$ cat src/design/msa_pkg.sv
// Package for the multichannel sample averager.
// Holds field widths, configuration register codes and the structs shared by the
// datapath, the memory and the output queue. It depends on nothing else.
package msa_pkg;

  localparam int CH_W       = 5;
  localparam int SMP_W      = 12;
  localparam int SUM_W      = 16;
  localparam int CNT_W      = 5;
  localparam int LEN_W      = 5;
  localparam int SHIFT_W    = 3;
  localparam int CFG_IDX_W  = 2;
  localparam int CFG_DATA_W = 5;

  localparam logic [LEN_W-1:0]   MAX_BLOCK       = 5'd16;
  localparam logic [LEN_W-1:0]   RST_BLOCK_LEN   = 5'd15;
  localparam logic [SHIFT_W-1:0] RST_AVG_SHIFT   = 3'd3;

  typedef enum logic [CFG_IDX_W-1:0] {
    REG_BLOCK_LENGTH  = 2'd0,
    REG_AVERAGE_SHIFT = 2'd1
  } cfg_reg_t;

  // One channel's stored state.
  typedef struct packed {
    logic [SUM_W-1:0] sum;
    logic [CNT_W-1:0] cnt;
  } msa_ent_t;

  // Write-back request from the update stage to the state memory.
  typedef struct packed {
    logic            en;
    logic [CH_W-1:0] ch;
    msa_ent_t        ent;
  } msa_wr_t;

  // One finished result.
  typedef struct packed {
    logic [CH_W-1:0]  channel;
    logic [SUM_W-1:0] average;
  } msa_res_t;

endpackage

$ cat src/design/multichannel_sample_averager_top.sv
// Top level of the multichannel sample averager.
// Depends on msa_pkg, msa_core (with msa_mem) and msa_out_fifo.
//
// The averager takes one converter transfer per clock while in_stall is low:
// a channel number and a 12-bit sample. Channels at or above NUM_CHANNELS are
// dropped silently. For a valid channel the sample is added to that channel's
// 16-bit running sum and its count is incremented; once the count reaches the
// block length (register 0, values 0 and above 16 act as 1 and 16) the block
// emits one result, the channel number and the sum shifted right by register
// 1, and clears that channel. Throughput is one input transfer per cycle
// while in_stall is low: the channel state sits in a single-port-read,
// single-port-write memory with registered read data, and a back-to-back
// update of the same channel is served by forwarding the value being written
// back, so no bubble is ever inserted. A result is formed in the update stage
// and waits in a three-entry queue whose head drives the output; in_stall
// rises only when that queue together with the item in the update stage
// could overflow, so in_stall is a registered function of the block's own
// state and never combinationally follows out_stall. No clearing pass is
// needed after reset: per-channel valid bits make untouched channels read as
// zero. Configuration writes are always accepted (cfg_ready is tied high) and
// must only be issued while the block is idle.
module multichannel_sample_averager_top
  import msa_pkg::*;
#(
  parameter int NUM_CHANNELS = 14
) (
  input  logic                  clk,
  input  logic                  rst_n,
  input  logic                  in_valid,
  output logic                  in_stall,
  input  logic [CH_W-1:0]       in_channel,
  input  logic [SMP_W-1:0]      in_sample,
  output logic                  out_valid,
  input  logic                  out_stall,
  output logic [CH_W-1:0]       out_channel,
  output logic [SUM_W-1:0]      out_average,
  input  logic                  cfg_valid,
  output logic                  cfg_ready,
  input  logic [CFG_IDX_W-1:0]  cfg_index,
  input  logic [CFG_DATA_W-1:0] cfg_data
);

  logic [LEN_W-1:0]   block_length_r;
  logic [SHIFT_W-1:0] average_shift_r;
  logic               in_acc;
  logic               busy;
  logic               res_valid;
  msa_res_t           res;
  msa_res_t           head;
  logic [1:0]         q_count;

  // Configuration registers; unknown indexes are ignored.
  assign cfg_ready = 1'b1;

  always_ff @(posedge clk) begin
    if (!rst_n) begin
      block_length_r  <= RST_BLOCK_LEN;
      average_shift_r <= RST_AVG_SHIFT;
    end else if (cfg_valid && cfg_ready) begin
      unique case (cfg_index)
        REG_BLOCK_LENGTH:  block_length_r  <= cfg_data[LEN_W-1:0];
        REG_AVERAGE_SHIFT: average_shift_r <= cfg_data[SHIFT_W-1:0];
        default: ;
      endcase
    end
  end

  // The item accepted now pushes its result from the update stage; by then the
  // queue holds at most its current contents plus the update-stage result.
  assign in_stall = ((3'(q_count) + 3'(busy)) > 3'd2);
  assign in_acc   = in_valid && !in_stall;

  msa_core #(.NUM_CHANNELS(NUM_CHANNELS)) u_core (
    .clk           (clk),
    .rst_n         (rst_n),
    .acc           (in_acc),
    .ch            (in_channel),
    .sample        (in_sample),
    .block_length  (block_length_r),
    .average_shift (average_shift_r),
    .busy          (busy),
    .res_valid     (res_valid),
    .res           (res)
  );

  msa_out_fifo u_out_fifo (
    .clk        (clk),
    .rst_n      (rst_n),
    .push       (res_valid),
    .push_data  (res),
    .pop        (!out_stall),
    .head_valid (out_valid),
    .head       (head),
    .count      (q_count)
  );

  assign out_channel = head.channel;
  assign out_average = head.average;

endmodule

$ cat src/design/msa_mem.sv
// Per-channel state memory of the averager: running sum and sample count.
// One synchronous write port, one read port with registered data. Uses msa_pkg.
module msa_mem
  import msa_pkg::*;
#(
  parameter int NUM_CHANNELS = 14
) (
  input  logic            clk,
  input  logic            rst_n,
  input  logic            rd_en,
  input  logic [CH_W-1:0] rd_ch,
  output msa_ent_t        rd_ent,
  input  msa_wr_t         wr
);

  localparam int IDX_W = (NUM_CHANNELS > 1) ? $clog2(NUM_CHANNELS) : 1;

  msa_ent_t                mem [NUM_CHANNELS];
  logic [NUM_CHANNELS-1:0] vld_r;
  msa_ent_t                rd_data_r;
  logic                    rd_vld_r;

  logic [IDX_W-1:0] rd_idx;
  logic [IDX_W-1:0] wr_idx;

  assign rd_idx = rd_ch[IDX_W-1:0];
  assign wr_idx = wr.ch[IDX_W-1:0];

  always_ff @(posedge clk) begin
    if (wr.en) begin
      mem[wr_idx] <= wr.ent;
    end
    if (rd_en) begin
      rd_data_r <= mem[rd_idx];
    end
  end

  // Entries never written since reset read as zero.
  always_ff @(posedge clk) begin
    if (!rst_n) begin
      vld_r    <= '0;
      rd_vld_r <= 1'b0;
    end else begin
      if (wr.en) begin
        vld_r[wr_idx] <= 1'b1;
      end
      if (rd_en) begin
        rd_vld_r <= vld_r[rd_idx];
      end
    end
  end

  assign rd_ent = rd_vld_r ? rd_data_r : '0;

endmodule

$ cat src/design/msa_core.sv
// Read-modify-write pipeline of the averager: read issue, update stage,
// write-back forwarding and the emit decision. Uses msa_pkg and msa_mem.
module msa_core
  import msa_pkg::*;
#(
  parameter int NUM_CHANNELS = 14
) (
  input  logic               clk,
  input  logic               rst_n,
  input  logic               acc,
  input  logic [CH_W-1:0]    ch,
  input  logic [SMP_W-1:0]   sample,
  input  logic [LEN_W-1:0]   block_length,
  input  logic [SHIFT_W-1:0] average_shift,
  output logic               busy,
  output logic               res_valid,
  output msa_res_t           res
);

  localparam logic [CH_W:0] NUM_CH_V = (CH_W+1)'(NUM_CHANNELS);

  logic             in_range;
  logic             s1_valid_r;
  logic [CH_W-1:0]  s1_ch_r;
  logic [SMP_W-1:0] s1_sample_r;
  logic             wb_valid_r;
  logic [CH_W-1:0]  wb_ch_r;
  msa_ent_t         wb_ent_r;
  msa_ent_t         rd_ent;
  msa_ent_t         cur;
  logic             fwd_hit;
  logic [SUM_W-1:0] sum_new;
  logic [CNT_W-1:0] cnt_new;
  logic [LEN_W-1:0] eff_len;
  logic             emit;
  msa_wr_t          wr;

  assign in_range = ({1'b0, ch} < NUM_CH_V);

  msa_mem #(.NUM_CHANNELS(NUM_CHANNELS)) u_mem (
    .clk    (clk),
    .rst_n  (rst_n),
    .rd_en  (acc && in_range),
    .rd_ch  (ch),
    .rd_ent (rd_ent),
    .wr     (wr)
  );

  always_ff @(posedge clk) begin
    if (!rst_n) begin
      s1_valid_r <= 1'b0;
      wb_valid_r <= 1'b0;
    end else begin
      s1_valid_r <= acc && in_range;
      wb_valid_r <= s1_valid_r;
    end
  end

  always_ff @(posedge clk) begin
    if (acc) begin
      s1_ch_r     <= ch;
      s1_sample_r <= sample;
    end
    if (s1_valid_r) begin
      wb_ch_r  <= s1_ch_r;
      wb_ent_r <= wr.ent;
    end
  end

  // The read for this item was issued while the previous item was writing;
  // if both hit the same channel, take the value just written.
  assign fwd_hit = wb_valid_r && (wb_ch_r == s1_ch_r);
  assign cur     = fwd_hit ? wb_ent_r : rd_ent;

  always_comb begin
    priority if (block_length == '0) begin
      eff_len = LEN_W'(1);
    end else if (block_length > MAX_BLOCK) begin
      eff_len = MAX_BLOCK;
    end else begin
      eff_len = block_length;
    end
  end

  assign sum_new = cur.sum + SUM_W'(s1_sample_r);
  assign cnt_new = cur.cnt + CNT_W'(1);
  assign emit    = (cnt_new >= eff_len);

  always_comb begin
    wr.en      = s1_valid_r;
    wr.ch      = s1_ch_r;
    wr.ent.sum = emit ? '0 : sum_new;
    wr.ent.cnt = emit ? '0 : cnt_new;
  end

  assign busy        = s1_valid_r;
  assign res_valid   = s1_valid_r && emit;
  assign res.channel = s1_ch_r;
  assign res.average = sum_new >> average_shift;

  a_wr_in_range: assert property (@(posedge clk) disable iff (!rst_n)
    wr.en |-> ({1'b0, wr.ch} < NUM_CH_V))
    else $error("write to a channel outside the configured range");

  a_cnt_below_max: assert property (@(posedge clk) disable iff (!rst_n)
    wr.en |-> (wr.ent.cnt < MAX_BLOCK))
    else $error("stored sample count reached the block limit");

  a_fwd_after_emit: assert property (@(posedge clk) disable iff (!rst_n)
    res_valid |=> (fwd_hit |-> (cur.cnt == '0 && cur.sum == '0)))
    else $error("forwarded state not cleared after emit");

endmodule

$ cat src/design/msa_out_fifo.sv
// Three-entry result queue of the averager; its head drives the output port.
// Uses msa_pkg.
module msa_out_fifo
  import msa_pkg::*;
(
  input  logic     clk,
  input  logic     rst_n,
  input  logic     push,
  input  msa_res_t push_data,
  input  logic     pop,
  output logic     head_valid,
  output msa_res_t head,
  output logic [1:0] count
);

  localparam logic [1:0] DEPTH = 2'd3;

  msa_res_t   ent [3];
  logic [1:0] wr_ptr_r;
  logic [1:0] rd_ptr_r;
  logic [1:0] count_r;
  logic [1:0] wr_ptr_nxt;
  logic [1:0] rd_ptr_nxt;
  logic [1:0] count_nxt;
  logic       do_pop;

  assign do_pop = pop && (count_r != 2'd0);

  always_comb begin
    wr_ptr_nxt = wr_ptr_r;
    rd_ptr_nxt = rd_ptr_r;
    count_nxt  = count_r;
    if (push) begin
      wr_ptr_nxt = (wr_ptr_r == DEPTH - 2'd1) ? 2'd0 : wr_ptr_r + 2'd1;
    end
    if (do_pop) begin
      rd_ptr_nxt = (rd_ptr_r == DEPTH - 2'd1) ? 2'd0 : rd_ptr_r + 2'd1;
    end
    unique case ({push, do_pop})
      2'b10:   count_nxt = count_r + 2'd1;
      2'b01:   count_nxt = count_r - 2'd1;
      default: count_nxt = count_r;
    endcase
  end

  always_ff @(posedge clk) begin
    if (!rst_n) begin
      wr_ptr_r <= '0;
      rd_ptr_r <= '0;
      count_r  <= '0;
    end else begin
      wr_ptr_r <= wr_ptr_nxt;
      rd_ptr_r <= rd_ptr_nxt;
      count_r  <= count_nxt;
    end
  end

  always_ff @(posedge clk) begin
    if (push) begin
      ent[wr_ptr_r] <= push_data;
    end
  end

  assign head_valid = (count_r != 2'd0);
  assign head       = ent[rd_ptr_r];
  assign count      = count_r;

  a_no_overflow: assert property (@(posedge clk) disable iff (!rst_n)
    push |-> (count_r != DEPTH))
    else $error("result queue overflow");

  a_count_bound: assert property (@(posedge clk) disable iff (!rst_n)
    count_r <= DEPTH)
    else $error("result queue count out of range");

  a_head_holds: assert property (@(posedge clk) disable iff (!rst_n)
    (head_valid && !pop) |=> (head_valid && $stable(rd_ptr_r)))
    else $error("queue head moved without a pop");

endmodule
$ cat config.mk
export PLATFORM = sky130hd
export DESIGN_NAME = multichannel_sample_averager_top
export DESIGN_NICKNAME = d
export VERILOG_FILES = /design/src/design/msa_pkg.sv /design/src/design/multichannel_sample_averager_top.sv /design/src/design/msa_mem.sv /design/src/design/msa_core.sv /design/src/design/msa_out_fifo.sv
export SDC_FILE = /design/constraint.sdc
export NUM_CORES = 1
export LEC_CHECK = 0
export BUFFER_PORTS_ARGS = -buffer_cell sky130_fd_sc_hd__buf_2
export CORE_MARGIN = 2
export CORE_UTILIZATION = 45
export CTS_BUF_LIST = sky130_fd_sc_hd__clkbuf_8
export CTS_CLUSTER_DIAMETER = 200
export DETAILED_ROUTE_END_ITERATION = 6
export SLEW_MARGIN = 20
export SYNTH_ARGS = -nofsm -noshare
export SYNTH_HDL_FRONTEND = slang
export SYNTH_HIERARCHICAL = 1
export SYNTH_SLANG_ARGS = --single-unit
$ cat constraint.sdc
create_clock -name clk -period 10.8 [get_ports clk]
set_input_delay 1.62 -clock clk [delete_from_list [all_inputs] [get_ports clk]]
set_output_delay 1.62 -clock clk [all_outputs]
set_load 0.005 [all_outputs]
**After elaboration in Yosys (flattened, before gate mapping)**

Memory sizes are Yosys's and may differ from the RTL's. A register that Yosys moved wholly into a read port is not among the register bits.
Index checks and enable logic that the tools add are counted.

- Add/sub/neg operators: 7
- Multiplexer cells: 19
- $lt $le $gt $ge: 7
- Equal/unequal tests: 6
- Reductions and logical operators: 14
- Shifts and indexed selects: 1
- Bitwise operators: 1

Operators by type and width:

| kind | number |
|---|---|
| 2-to-1 mux 21 bit | 2 |
| adder 16 x 12 -> 16 bit | 1 |
| 2-to-1 mux 16 bit | 1 |
| right shift 16 x 3 -> 16 bit | 1 |
| 2-to-1 mux 5 bit | 3 |
| bitwise OR 14 bit | 1 |
| less-than comparator 4 x 5 -> 1 bit, second input constant | 2 |
| 2-to-1 mux 2 bit | 4 |
| adder 2 x 1 -> 2 bit, second input constant | 3 |
| equality test 2 bit, second input constant | 3 |
| logical AND 1 bit | 6 |
| 2-to-1 mux 1 bit | 6 |
| adder 5 x 1 -> 5 bit, second input constant | 1 |
| equality test 5 bit | 1 |
| greater-or-equal comparator 5 bit | 1 |
| > comparator 5 bit, second input constant | 1 |
| zero test 5 bit | 1 |
| less-than comparator 5 x 4 -> 1 bit, second input constant | 1 |
| binary-select mux 1 bit (select 4 bit) | 1 |
| demux 1 bit (select 4 bit) | 1 |
| equality test 2 x 1 -> 1 bit, second input constant | 2 |
| greater-or-equal comparator 4 x 1 -> 1 bit, second input constant | 1 |
| one-hot mux 2 bit (2 select lines) | 1 |
| AND reduction 2 bit | 2 |
| 6 further kinds | 8 |

- Register bits after elaboration: 74
- Bits in writable memories: 357
- Word-level logic and storage cells: 71
- Output and inout port bits: 24
- Input bits: 29
- Memories kept: 2

Memory list:

| name | words | width | rd ports | clocked after memory_dff | write ports | line | text |
|---|---|---|---|---|---|---|---|
| u_core.u_mem.mem | 14 | 21 | 1 | 1 | 1 | msa_mem.sv:18 | `msa_ent_t mem [NUM_CHANNELS];` |
| u_out_fifo.ent | 3 | 21 | 1 | 1 | 1 | msa_out_fifo.sv:18 | `msa_res_t ent [3];` |

**Logic depth before layout (Yosys ltp)**

- Depth in word-level cells: 8
- Gate-level depth with buffers: 18
- Mapped depth without buffers: 17

**By module**

Netlist, hierarchy kept.

By module, submodules not included:

| module | area each (sq um) | times used | sequential area each (sq um) | cells each |
|---|---|---|---|---|
| msa_mem | 12562.0 | 1 | 9759.4 | 582 |
| msa_core | 3350.7 | 1 | 1331.3 | 324 |
| msa_out_fifo | 2638.8 | 1 | 2052.0 | 167 |
| multichannel_sample_averager_top | 439.2 | 1 | 160.2 | 46 |

**Least setup slack after synthesis**

OpenSTA, ideal clock, no wires.

- Kind: register -> register
- Start: register u_core.s1_ch_r[3]
- End: memory u_out_fifo/ent[0][0] in the netlist's numbering (enable)
- Slack: 5.786 ns
- Data required time: 10.372 ns
- Arrival time: 4.586 ns
- Period minus slack after synthesis: 5.014 ns
- Cell stages (with the launch flop): 16
- Cells stage by stage: edfxtp_1 > xnor2_1 > nand4_1 > nor2_1 > buf_4 > mux2_2 > ha_1 > xor2_1 > ha_1 > nor2b_1 > o21ai_0 > nand2b_1 > a21o_1 > and2_1 > inv_2 > nor3_1

- Word-level cells in the longest chain between the ends: 8

Ends and longest elaborated chain:

| element | line | text |
|---|---|---|
| start: declaration | msa_core.sv:24 | `logic [CH_W-1:0] s1_ch_r;` |
| start signal: assignment | msa_core.sv:61 | `s1_ch_r <= ch;` |
| equality test 5 bit | msa_core.sv:72 | `assign fwd_hit = wb_valid_r && (wb_ch_r == s1_ch_r);` |
| logical AND 1 bit | msa_core.sv:72 |  |
| 2-to-1 mux 21 bit | msa_core.sv:73 | `assign cur = fwd_hit ? wb_ent_r : rd_ent;` |
| adder 5 x 1 -> 5 bit | msa_core.sv:86 | `assign cnt_new = cur.cnt + CNT_W'(1);` |
| greater-or-equal comparator 5 bit | msa_core.sv:87 | `assign emit = (cnt_new >= eff_len);` |
| logical AND 1 bit | msa_core.sv:97 | `assign res_valid = s1_valid_r && emit;` |
| net res_valid | multichannel_sample_averager_top.sv:47 | `logic res_valid;` |
| 2-to-1 mux 1 bit | msa_out_fifo.sv:59 | `if (push) begin` |
| 2-to-1 mux 1 bit (not written as such) | msa_out_fifo.sv:60 | `ent[wr_ptr_r] <= push_data;` |
| end: declaration | msa_out_fifo.sv:18 |  |

The timed path passes the listed nets, and every way through them passes these cells.

==> results.sh <==
export IMPL_fillCellCount=3394
export IMPL_synthArstFlopShare_pct=0
export IMPL_htreeDepth=3
export IMPL_dpl_worst_slack_ns=5.92
export IMPL_cts_resized=0
export IMPL_clk_pin_slew_ns=0.06
export IMPL_place_gp_congestion=0.826
export IMPL_drc=0
export IMPL_syn_to_final_growth_pct=11.7
export IMPL_ys_seq_area_share_pct=70.0
export IMPL_ant_nets=0
export IMPL_hold_slack_ns=0.464
export IMPL_clk_latency_ns=0.62
export IMPL_max_cap_viol_count=0
export IMPL_critPathLaunch="u_core/s1_ch_r[3]"
export IMPL_ios=53
export IMPL_overflow=0
export IMPL_slew_violations=0
export IMPL_final_cells=1813
export IMPL_hold_violations=0
export IMPL_fin_nets=1274
export IMPL_dieArea_sq_um=43900
export IMPL_grt_pass1_wl_um=61900
export IMPL_drt_wl_total_um=41100
export IMPL_relSlewSlack_pct=26.6
export IMPL_wl_per_cell_um=22.6
export IMPL_outcome="finished clean"
export IMPL_rows=75
export IMPL_root_buffer="clkbuf_8"
export IMPL_cts_max_path_buffers=3
export IMPL_cp_required_ns=11.07
export IMPL_fin_skew_ns=0.0250
export IMPL_num_vias=10100
export IMPL_synth_area_per_cell_sq_um=17.0
export IMPL_yosysWarnings=6
export IMPL_clock_sinks=454
export IMPL_syn_inst=1119
export IMPL_rsz0062_at_grt="no"
export IMPL_numCtsBuffers=75
export IMPL_synth_fp_nets=1175
export IMPL_first_iter_violations=778
export IMPL_min_delay_start="u_core/u_mem/vld_r[1]"
export IMPL_postCtsSetupBuffers=0
export IMPL_ir_drop_v=0.0000751
export IMPL_dpl_cell_count=1680
export IMPL_initial_core_util_pct=45.5
export IMPL_grt_pass1_vias=10200
export IMPL_ys_seq_elements=454
export IMPL_synth_area_sq_um=19000
export IMPL_min_period_ns=4.98
export IMPL_critical_path_class="reg -> reg"
export IMPL_coreArea_sq_um=41800
export IMPL_portBuffers=51
export IMPL_synth_edf_count=421
export IMPL_worstPathMaxFanout=23
export IMPL_antennaDiodeCount=0
export IMPL_p_leak_uw=0.00721
export IMPL_synth_cell_types=73
export IMPL_grt_antenna_before_repair=0
export IMPL_grt_total_usage_pct=19.0
export IMPL_hpwlAfterDp_um=24000
export IMPL_worstSetupEndpointType="flip-flop"
export IMPL_drive_above_1_share_pct=24.6
export IMPL_cts_tree="built"
export IMPL_ctsHoldBuffers=0
export IMPL_fin_crit_sh_pct=46.1
export IMPL_die_h_um=209
export IMPL_synthFlopType="edfxtp_1"
export IMPL_vias_per_cell=5.55
export IMPL_setup_viol=0
export IMPL_tns_ns=0
export IMPL_fp_dieW_um=209
export IMPL_start_kind="flip-flop"
export IMPL_reg2regPathDepth=15
export IMPL_cp_arrival_ns=5.24
export IMPL_min_path_type="reg -> reg"
export IMPL_setup_slack_ns=5.82
export IMPL_drtPass1Iterations=5
export IMPL_power_per_cell_area_nw_per_um2=164
export IMPL_tightest_slew_ns=1.10
export IMPL_timing_rr_start="u_core/s1_ch_r[3]"
export IMPL_worst_hold_path_num_cells=1
export IMPL_reg2reg_setup_slack_ns=5.82
export IMPL_clock_fmax_mhz=201
export IMPL_grt_max_degree=66
-- power by group --
part           total (uW)  leakage, uW  switching [uW]  internal (uW)
sequential           1960      0.00407            11.9           1950
combinational         172      0.00237             108           63.3
clock                1340     0.000772             660            681
total                3470      0.00721             780           2690
-- cells in the mapped netlist (all sizes together) (17+ instances only) --
cell	count	area [sq um]
mux2i	72	721
o22ai	22	138
dfxtp	33	661
o21a	17	128
mux4	67	1510
and2	32	201
nor2	49	184
ha	26	325
mux2	36	405
o21ai	35	179
edfxtp	421	12600
nand2	58	220
clkbuf	21	78.8
buf	37	263
inv	21	78.8
a21oi	42	214
-- flip-flops by register name, summed over array words and instances (netlist names), 3 cells and up, named ones only --
signal                  count
u_core/u_mem/mem          294
u_out_fifo/ent             63
u_core/u_mem/rd_data_r     21
u_core/wb_ent_r            21
u_core/u_mem/vld_r         14
u_core/s1_sample_r         12
block_length_r              5
u_core/s1_ch_r              5
u_core/wb_ch_r              5
average_shift_r             3
-- worst max-delay path: stages (launching register included) --
cell,delay (ns)
edfxtp_1,0.57
xnor2_1,0.22
nand4_1,0.21
nor2_2,0.15
buf_4,0.32
mux2_2,0.22
ha_1,0.20
inv_1,0.07
fa_1,0.39
nand2b_1,0.17
a21oi_1,0.25
o211a_1,0.27
a41o_1,0.27
o21ai_2,0.09
xor2_2,0.34
nor2b_1,0.84
-- through the flow --
| stage | instance area, sq um | total power, uW | utilization [%] |
|---|---|---|---|
| floorplan | 19000 | 2110 | - |
| finish | 21200 | 3470 | 50.8 |
| global route | 21200 | 3610 | 50.8 |
| detailed placement | 19900 | 2170 | 47.6 |
| global placement | 19900 | 2170 | 47.6 |
| CTS | 21200 | 3520 | 50.8 |
-- cells in the final DEF, fill, tap and decap left out, types with 4 or more instances in the layout --
cell type,instances
nand2_1,57
nand3_1,7
dfxtp_1,33
o21a_1,17
edfxtp_1,421
o211ai_1,7
xnor2_1,12
o22ai_1,22
buf_2,50
nor3_1,6
clkinv_2,6
mux2_2,36
nor2_1,37
mux4_2,66
a21oi_1,41
buf_4,30
mux2i_1,72
nand2b_1,10
clkbuf_8,79
o21ai_0,13
and2_1,31
clkinv_1,19
nor3_2,6
a211oi_1,4
nor2b_1,13
o21ai_1,21
nor2_2,11
inv_1,42
xor2_1,9
ha_1,26
-- final cells by class --
cell class                      instances  area (sq um)  share of cell area [%]
Clock inverter                         54           251                    1.19
Multi-Input combinational cell        586          5350                    25.2
Sequential cell                       454         13300                    62.7
Clock buffer                           79          1090                    5.13
Inverter                               21          78.8                   0.372
Timing Repair Buffer                   80           475                    2.24
Tap cell                              539           674                    3.18
-- cell families (layout without fill, tap and decap cells) --
family	count (synthesis)	count (layout)	synth area share [%]
flops	454	454	70.0
simple gates	205	205	5.53
mux	175	175	13.9
compound gates	154	154	5.25
buf+inv	79	234	2.21
fa+ha+maj	27	27	1.82
xor+xnor	24	24	1.23
other cells	1	1	0.0197
-- per-layer routing --
layer,wire length [um],track usage [%],part of all wire [%]
met5,0,0,0
met4,896,6.08,2.2
met3,2120,4.08,5.2
met2,20100,31.7,49
met1,18000,25.1,44
-- final timing paths --
check	endpoint
hold reg to reg	u_core/u_mem/vld_r[1]
setup / recovery	u_core/u_mem/mem[7][19]
hold / removal	u_core/u_mem/vld_r[1]
setup reg to reg	u_core/u_mem/mem[7][19]
(Power assumes the default switching activity.)
